`src/hw/rtl/kli_pkg.sv`:
```
// Shared types and constants for the keyframe light interpolator.
package kli_pkg;

  localparam int TimeBits = 31;

  // Request function codes
  localparam logic [2:0] FN_SET_TIME = 3'd0;
  localparam logic [2:0] FN_SET_LAMP = 3'd1;
  localparam logic [2:0] FN_CLEAR    = 3'd2;
  localparam logic [2:0] FN_START    = 3'd3;
  localparam logic [2:0] FN_QUERY    = 3'd4;

  typedef enum logic [12:0] {
    S_IDLE     = 13'b0000000000001,
    S_SCAN_RD  = 13'b0000000000010,
    S_SCAN_CMP = 13'b0000000000100,
    S_DECIDE   = 13'b0000000001000,
    S_LSEL     = 13'b0000000010000,
    S_EMPTY    = 13'b0000000100000,
    S_RD_A     = 13'b0000001000000,
    S_RD_B     = 13'b0000010000000,
    S_MUL_A    = 13'b0000100000000,
    S_MUL_B    = 13'b0001000000000,
    S_SUM      = 13'b0010000000000,
    S_DIV      = 13'b0100000000000,
    S_OUT      = 13'b1000000000000
  } state_t;

  typedef struct packed {
    logic accept;
    logic scan_rd;
    logic scan_cmp;
    logic decide;
    logic rd_a;
    logic rd_b;
    logic mul_a;
    logic mul_b;
    logic sum;
    logic div_step;
    logic take;
    logic emit_empty;
  } cmd_t;

  typedef struct packed {
    logic scan_last;
    logic rem_empty;
    logic sent_any;
    logic div_last;
  } status_t;

endpackage

```
`src/hw/rtl/kli_ctrl.sv`:
```
// Controller state machine for the keyframe light interpolator.
module kli_ctrl
  import kli_pkg::*;
(
  input  logic       clk,
  input  logic       rst,
  input  logic       req_valid,
  input  logic [2:0] req_func,
  output logic       req_ready,
  output logic       res_valid,
  input  logic       res_ready,
  input  status_t    st,
  output cmd_t       cmd
);

  state_t state, state_next;

  assign req_ready = (state == S_IDLE);
  assign res_valid = (state == S_OUT) || (state == S_EMPTY);

  // Decode commands from the current state
  always_comb begin
    cmd            = '0;
    cmd.accept     = req_valid && req_ready;
    cmd.scan_rd    = (state == S_SCAN_RD);
    cmd.scan_cmp   = (state == S_SCAN_CMP);
    cmd.decide     = (state == S_DECIDE);
    cmd.rd_a       = (state == S_RD_A);
    cmd.rd_b       = (state == S_RD_B);
    cmd.mul_a      = (state == S_MUL_A);
    cmd.mul_b      = (state == S_MUL_B);
    cmd.sum        = (state == S_SUM);
    cmd.div_step   = (state == S_DIV);
    cmd.take       = (state == S_OUT) && res_ready;
    cmd.emit_empty = (state == S_EMPTY);
  end

  // Advance through scan, lamp selection and divide
  always_comb begin
    state_next = state;
    unique case (state)
      S_IDLE: begin
        if (req_valid && req_func == FN_QUERY) state_next = S_SCAN_RD;
      end
      S_SCAN_RD:  state_next = S_SCAN_CMP;
      S_SCAN_CMP: state_next = st.scan_last ? S_DECIDE : S_SCAN_RD;
      S_DECIDE:   state_next = S_LSEL;
      S_LSEL: begin
        if (!st.rem_empty) state_next = S_RD_A;
        else if (st.sent_any) state_next = S_IDLE;
        else state_next = S_EMPTY;
      end
      S_EMPTY: begin
        if (res_ready) state_next = S_IDLE;
      end
      S_RD_A:  state_next = S_RD_B;
      S_RD_B:  state_next = S_MUL_A;
      S_MUL_A: state_next = S_MUL_B;
      S_MUL_B: state_next = S_SUM;
      S_SUM:   state_next = S_DIV;
      S_DIV: begin
        if (st.div_last) state_next = S_OUT;
      end
      S_OUT: begin
        if (res_ready) state_next = S_LSEL;
      end
      default: state_next = S_IDLE;
    endcase
  end

  always_ff @(posedge clk) begin
    if (rst) state <= S_IDLE;
    else state <= state_next;
  end

endmodule

```
`config.mk`:
```
export PLATFORM = sky130hd
export DESIGN_NAME = kli_ctrl
export DESIGN_NICKNAME = d
export VERILOG_FILES = /design/src/hw/rtl/kli_pkg.sv /design/src/hw/rtl/kli_ctrl.sv
export SDC_FILE = /design/constraint.sdc
export NUM_CORES = 1
export LEC_CHECK = 0
export BUFFER_PORTS_ARGS = -buffer_cell sky130_fd_sc_hd__clkbuf_2
export CAP_MARGIN = 15
export CORE_MARGIN = 8
export CORE_UTILIZATION = 51
export DETAILED_ROUTE_END_ITERATION = 12
export PLACE_DENSITY = 0.77
export SLEW_MARGIN = 15
export SYNTH_ARGS = -nofsm -noshare
export SYNTH_HDL_FRONTEND = slang
export SYNTH_SLANG_ARGS = --single-unit
```
`constraint.sdc`:
```
create_clock -name clk -period 2.1 [get_ports clk]
set_clock_uncertainty 0.15 [all_clocks]
set_input_delay 0 -clock clk [delete_from_list [all_inputs] [get_ports clk]]
set_output_delay 0 -clock clk [all_outputs]
set_load 0.01 [all_outputs]
```
==> results of run 1 <==
cell usage after synthesis, drive strengths merged (2+ instances only):
cell    number  area (um2)
a31oi        2        12.5
a21oi        3        15.0
nand4b       2        17.5
or3          2        12.5
o21ai        7        35.0
or4b         2        20.0
nand2        7        26.3
xor2         5        43.8
or4          3        30.0
nor4         7        86.3
dfxtp       13         260
buf          5        40.0
nor4b        3        26.3
and2         2        13.8
clkbuf       3        21.3
nor3        10        61.3
inv          2        7.51
nor2         9        33.8
nor3b        4        45.1
and3         9        57.6
worst max-delay path, delay by kind of cell, from the launching register on:
kind | cells | cell delay (ns)
buffers and inverters | 1 | 0.16
DFF | 1 | 0.34
and+or+nand+nor | 4 | 1.14
metrics by stage:
stage                     instances  setup TNS (ns)
final                           181               0
after floorplan                 112               0
after CTS                       177        -0.00130
after detailed placement        167               0
after global placement          167               0
after global routing            181          -0.549
routing by layer:
layer	wire (um)	track usage, %
met1	1240	18.2
met2	1410	28.2
met3	282	6.42
met4	115	9.52
met5	0	0
repair_timing:
| item | 4_1_cts | 5_1_grt |
|---|---|---|
| setup endpoints to repair | 6 | 18 |
| pin swaps | 3 | 12 |
| resized for setup | 4 | 21 |
| hold buffers | 5 | 0 |
| hold endpoints to repair | 6 | 0 |
| setup buffers | 1 | 4 |
final cells by class:
type | count | share of cell area [%]
flip-flops and latches | 13 | 19.8
multi-input cells | 89 | 51.3
repair buffers | 48 | 24.0
inverters | 2 | 0.558
well taps | 25 | 2.33
clock buffers | 4 | 1.95
path summary, 6_finish.rpt:
path               endpoint   startpoint  slack (ns)
hold / removal     state[0]  req_func[1]        0.03
hold reg to reg   state[12]    state[12]        0.36
setup reg to reg  state[12]     state[8]        0.08
setup / recovery     cmd[6]    state[11]        0.02
logic make-up (layout without fill, tap and decap cells):
family,count (synthesis),after routing,synth area share [%]
AO/OA/AOI/OAI,16,16,9.78
multiplexers,2,2,2.19
buffers and inverters,10,54,7.08
AND/OR/NAND/NOR,65,65,48.8
flip-flops,13,13,26.8
XOR/XNOR,6,6,5.41
power by group through the flow:
| stage | clock network, mW | registers [mW] | logic, mW |
|---|---|---|---|
| floorplan | 0 | 0.271 | 0.122 |
| finish | 0.160 | 0.269 | 0.263 |
| detailed placement | 0 | 0.270 | 0.191 |
| global placement | 0 | 0.270 | 0.184 |
| CTS | 0.164 | 0.265 | 0.214 |
| global route | 0.177 | 0.271 | 0.281 |
==> impl_metrics.yaml, run 1 <==
logic_synthesis:
  synthFlopType: "dfxtp_1"
  syn_area_um2: 972
  yosys.cell_types.count: 43
  synthesis.nets: 123
  syn_inst: 112
  syn_area_per_cell_um2: 8.68
  ys_seq_area_share_pct: 26.8
  yosys_warnings: 0
  synth_edf_count: 0
  ys_ff_latch: 13
  synthArstFlopShare_pct: 0
layout:
  multi_input_area_um2: 691
  drive_gt1_share_pct: 47.4
  syn_to_final_growth_pct: 38.4
  final_common_cell: "clkbuf_2"
  antennaDiodeCount: 0
  largestRegisters: "state (13)"
  utilization_pct: 76.2
  fin_area_um2: 1350
  fin_nets: 168
  final_cell_mix: "19 x clkbuf_2, 18 x buf_4, 9 x nor2_1"
  largest_register_ffs: 13
  regMostFlops: "state"
  regArea_um2: 267
  fill_cells: 137
detailed_routing:
  drc_errors: 0
  ant_nets: 0
  routed_wl_mm: 3.05
  firstDrtPassIters: 4
  drt-initial-drc-count: 52
  vias: 1080
  wl_per_cell_um: 16.9
  routed_via_density: 5.97
worst_setup_path:
  critPathCaptureType: "output pin"
  critPathKind: "flop to output pin"
  path_cells: "or4_4, nor3_4, nand2_2, nor3b_2, buf_2"
  slowest_delay_ns: 0.59
  path_max_fanout: 5
  ff2ff_path_depth: 5
  critPathArrivalTime_ns: 1.93
  cp_slowest_cell: "or4_4"
  worstPathRequired_ns: 1.95
  start_kind: "flop"
outcome:
  status: "complete, no violations"
floorplanning:
  die_width_um: 59.7
  die-area_um2: 3560
  core_um2: 1760
  num_io_pins: 25
  std_cell_rows: 15
  start_util_pct: 55.1
  die_h_um: 59.7
power:
  p_int_mw: 0.467
  total_power_mw: 0.693
  power_density_nw_per_um2: 515
  pwr-share-clk_pct: 23.1
  p_leak_nw: 0.606
  switchingPower_mw: 0.226
  ir_drop_mv: 0.458
  power.share.combinational_pct: 38.0
  seqPwrFrac_pct: 38.8
  swShare_pct: 32.6
grt:
  grt_max_degree: 13
  antenna_found_initial: 0
  first_global_vias: 1030
  track_usage_pct: 17.0
  grt_pass1_wl_mm: 4.60
  grt-ovfl-total: 0
place:
  placed_area_um2: 1170
  dp_slack_ns: 0.00161
  dp_hpwl_mm: 2.20
  numPortBuffers: 24
  globalplace.congestion: 0.883
sta:
  fmax_mhz: 481
  setup_viol_count_final: 0
  setup_slack_ns: 0.0213
  rsz0062_at_grt: "yes"
  fin_crit_sh_pct: 99.0
  finalMaxSlewViolations: 0
  worst_pin_slew_ns: 0.533
  relSlewSlack_pct: 64.1
  fin_crit_ns: 2.08
  final-hold-violation-count: 0
  hold-worst-slack_ns: 0.0344
job:
  maxCapViolCount: 0
worst_hold_path:
  hold_class: "input port to flop"
  whs_path_depth: 4
clock_network:
  numCtsBuffers: 3
  cts_root_buf: "clkbuf_4"
  cts_tree: "yes"
  cts-htree-levels: 1
  numClockSinks: 13
  path_clk_slew_ns: 0.08
  clkLatencyLatePin_ns: 0.28
  clockBufferDepth: 2
(Power assumes the default switching activity.)
==> inputs of run 2 (changes only) <==
==> constraint.sdc (replaced) <==
create_clock -name clk -period 2.1 [get_ports clk]
set_clock_uncertainty 0.15 [all_clocks]
set_input_delay 0.42 -clock clk [delete_from_list [all_inputs] [get_ports clk]]
set_output_delay 0.42 -clock clk [all_outputs]
set_load 0.01 [all_outputs]
==> impl_metrics.yaml, run 2 (synthesized netlist as in run 1, its figures left out) <==
outcome:
  status: "complete, but fails checks"
  violations: "negative setup slack"
layout:
  syn_to_final_growth_pct: 63.1
  largest_register_ffs: 13
  drive_gt1_share_pct: 61.8
  final_common_cell: "buf_4"
  largestRegisters: "state (13)"
  final_cell_mix: "30 x buf_4, 13 x clkbuf_2, 11 x buf_6"
  fin_nets: 182
  regMostFlops: "state"
  fill_cells: 83
  antennaDiodeCount: 0
floorplanning:
  die-area_um2: 3560
  std_cell_rows: 15
  die_h_um: 59.7
  die_width_um: 59.7
  core_um2: 1760
  start_util_pct: 55.1
  num_io_pins: 25
sta:
  setup_viol_count_final: 25
  final-hold-violation-count: 0
  relSlewSlack_pct: 60.7
  finalMaxSlewViolations: 0
  fin_crit_sh_pct: 124
  worst_pin_slew_ns: 0.582
  fin_crit_ns: 2.61
  rsz0062_at_grt: "yes"
  fmax_mhz: 383
  setup_slack_ns: -0.509
detailed_routing:
  drt-initial-drc-count: 89
  routed_via_density: 6.77
  ant_nets: 0
  vias: 1320
  firstDrtPassIters: 5
  drc_errors: 0
  routed_wl_mm: 4.72
  wl_per_cell_um: 24.2
grt:
  use_met1_pct: 23.9
  antenna_found_initial: 0
  grt-ovfl-total: 0
  track_usage_pct: 20.9
  use_met3_pct: 4.28
  grt_max_degree: 13
  grt_util_met2_pct: 36.6
  first_global_vias: 1239
  top_usage_layer: "met2"
  grt_pass1_wl_mm: 5.78
clock_network:
  clkLatencyLatePin_ns: 0.28
  cts_hold_buf: 0
  path_clk_slew_ns: 0.09
  clockBufferDepth: 2
  numClockSinks: 13
  cts-htree-levels: 1
  cts_tree: "yes"
  numCtsBuffers: 3
  cts_root_buf: "clkbuf_4"
worst_hold_path:
  whs_endpoint: "state[6]"
  whs_path_depth: 2
  min_from: "st[2]"
  hold_class: "input port to flop"
worst_setup_path:
  ff2ff_path_depth: 7
  slowest_delay_ns: 0.58
  critPathArrivalTime_ns: 2.04
  r2r_end: "state[12]"
  critPathKind: "flop to output pin"
  path_cells: "or4_4, buf_6, nor4_4, and3_4, buf_6"
  path_max_fanout: 4
  start_kind: "flop"
  cp_slowest_cell: "or4_4"
  worstPathRequired_ns: 1.53
  critical_path.most_common_cell: "buf_6"
  reg2reg_from: "state[8]"
  critPathCaptureType: "output pin"
  rrSetupSlack_ns: -0.23
place:
  dp_hpwl_mm: 2.36
  dp_slack_ns: -0.140
  numPortBuffers: 24
  globalplace.congestion: 0.888
power:
  p_leak_nw: 0.707
  total_power_mw: 0.835
  power_density_nw_per_um2: 527
  ir_drop_mv: 0.575
job:
  maxCapViolCount: 0
## run 2: critical path, delay by kind of cell (launching register included)
kind,cells,cell delay [ns]
flops,1,0.36
simple gates,3,1.13
buf+inv,2,0.26
## run 2: final cells by class
type / count / area (um2) / area share, %
multi-input combinational: 89 / 790 / 49.8
timing repair buffer: 62 / 463 / 29.2
sequential: 13 / 268 / 16.9
tap: 25 / 31.3 / 1.97
clock buffer: 4 / 26.3 / 1.66
inverter: 2 / 7.51 / 0.474
## run 2: how the worst max path moves through the flow
stage | from | end | slack [ns] | depth (start not counted)
finish | state[1] | cmd[2] | -0.51 | 5
global route | state[1] | cmd[2] | -0.57 | 5
CTS | state[1] | cmd[4] | -0.33 | 5
detailed placement | state[4] | cmd[4] | -0.14 | 5
global placement | state[0] | cmd[2] | -0.08 | 5
floorplan | state[6] | cmd[11] | -0.06 | 5
## run 2: where the power goes
group	total, mW	internal, mW	switching, mW
sequential	0.270	0.255	0.0145
clock	0.167	0.0737	0.0929
combinational	0.398	0.215	0.184
total	0.835	0.544	0.291
## run 2: what timing repair did
item | 4_1_cts | 5_1_grt
endpoints found under the setup margin | 17 | 24
pin swaps | 14 | 13
cloned | 0 | 0
resized for setup | 27 | 28
setup buffers | 10 | 7
endpoints found under the hold margin | 0 | 0
## run 2: through the flow
stage / instance area [um2] / TNS (ns) / std cells / hold WS, ns / util (%)
6_report: 1590 / -5.71 / 195 / 0.177 / 89.9
5_1_grt: 1590 / -6.46 / 195 / 0.177 / 89.9
4_1_cts: 1470 / -3.70 / 191 / 0.181 / 83.4
3_5_place_dp: 1260 / -0.571 / 178 / 0.458 / 71.6
3_3_place_gp: 1260 / -0.301 / 178 / 0.444 / 71.6
2_1_floorplan: 992 / -0.151 / 112 / 0.339 / -
## run 2: metal layers
layer | share of wire (%) | routed length, um
met1 | 36 | 1680
met2 | 47 | 2200
met3 | 9.4 | 444
met4 | 8.2 | 388
met5 | 0 | 0
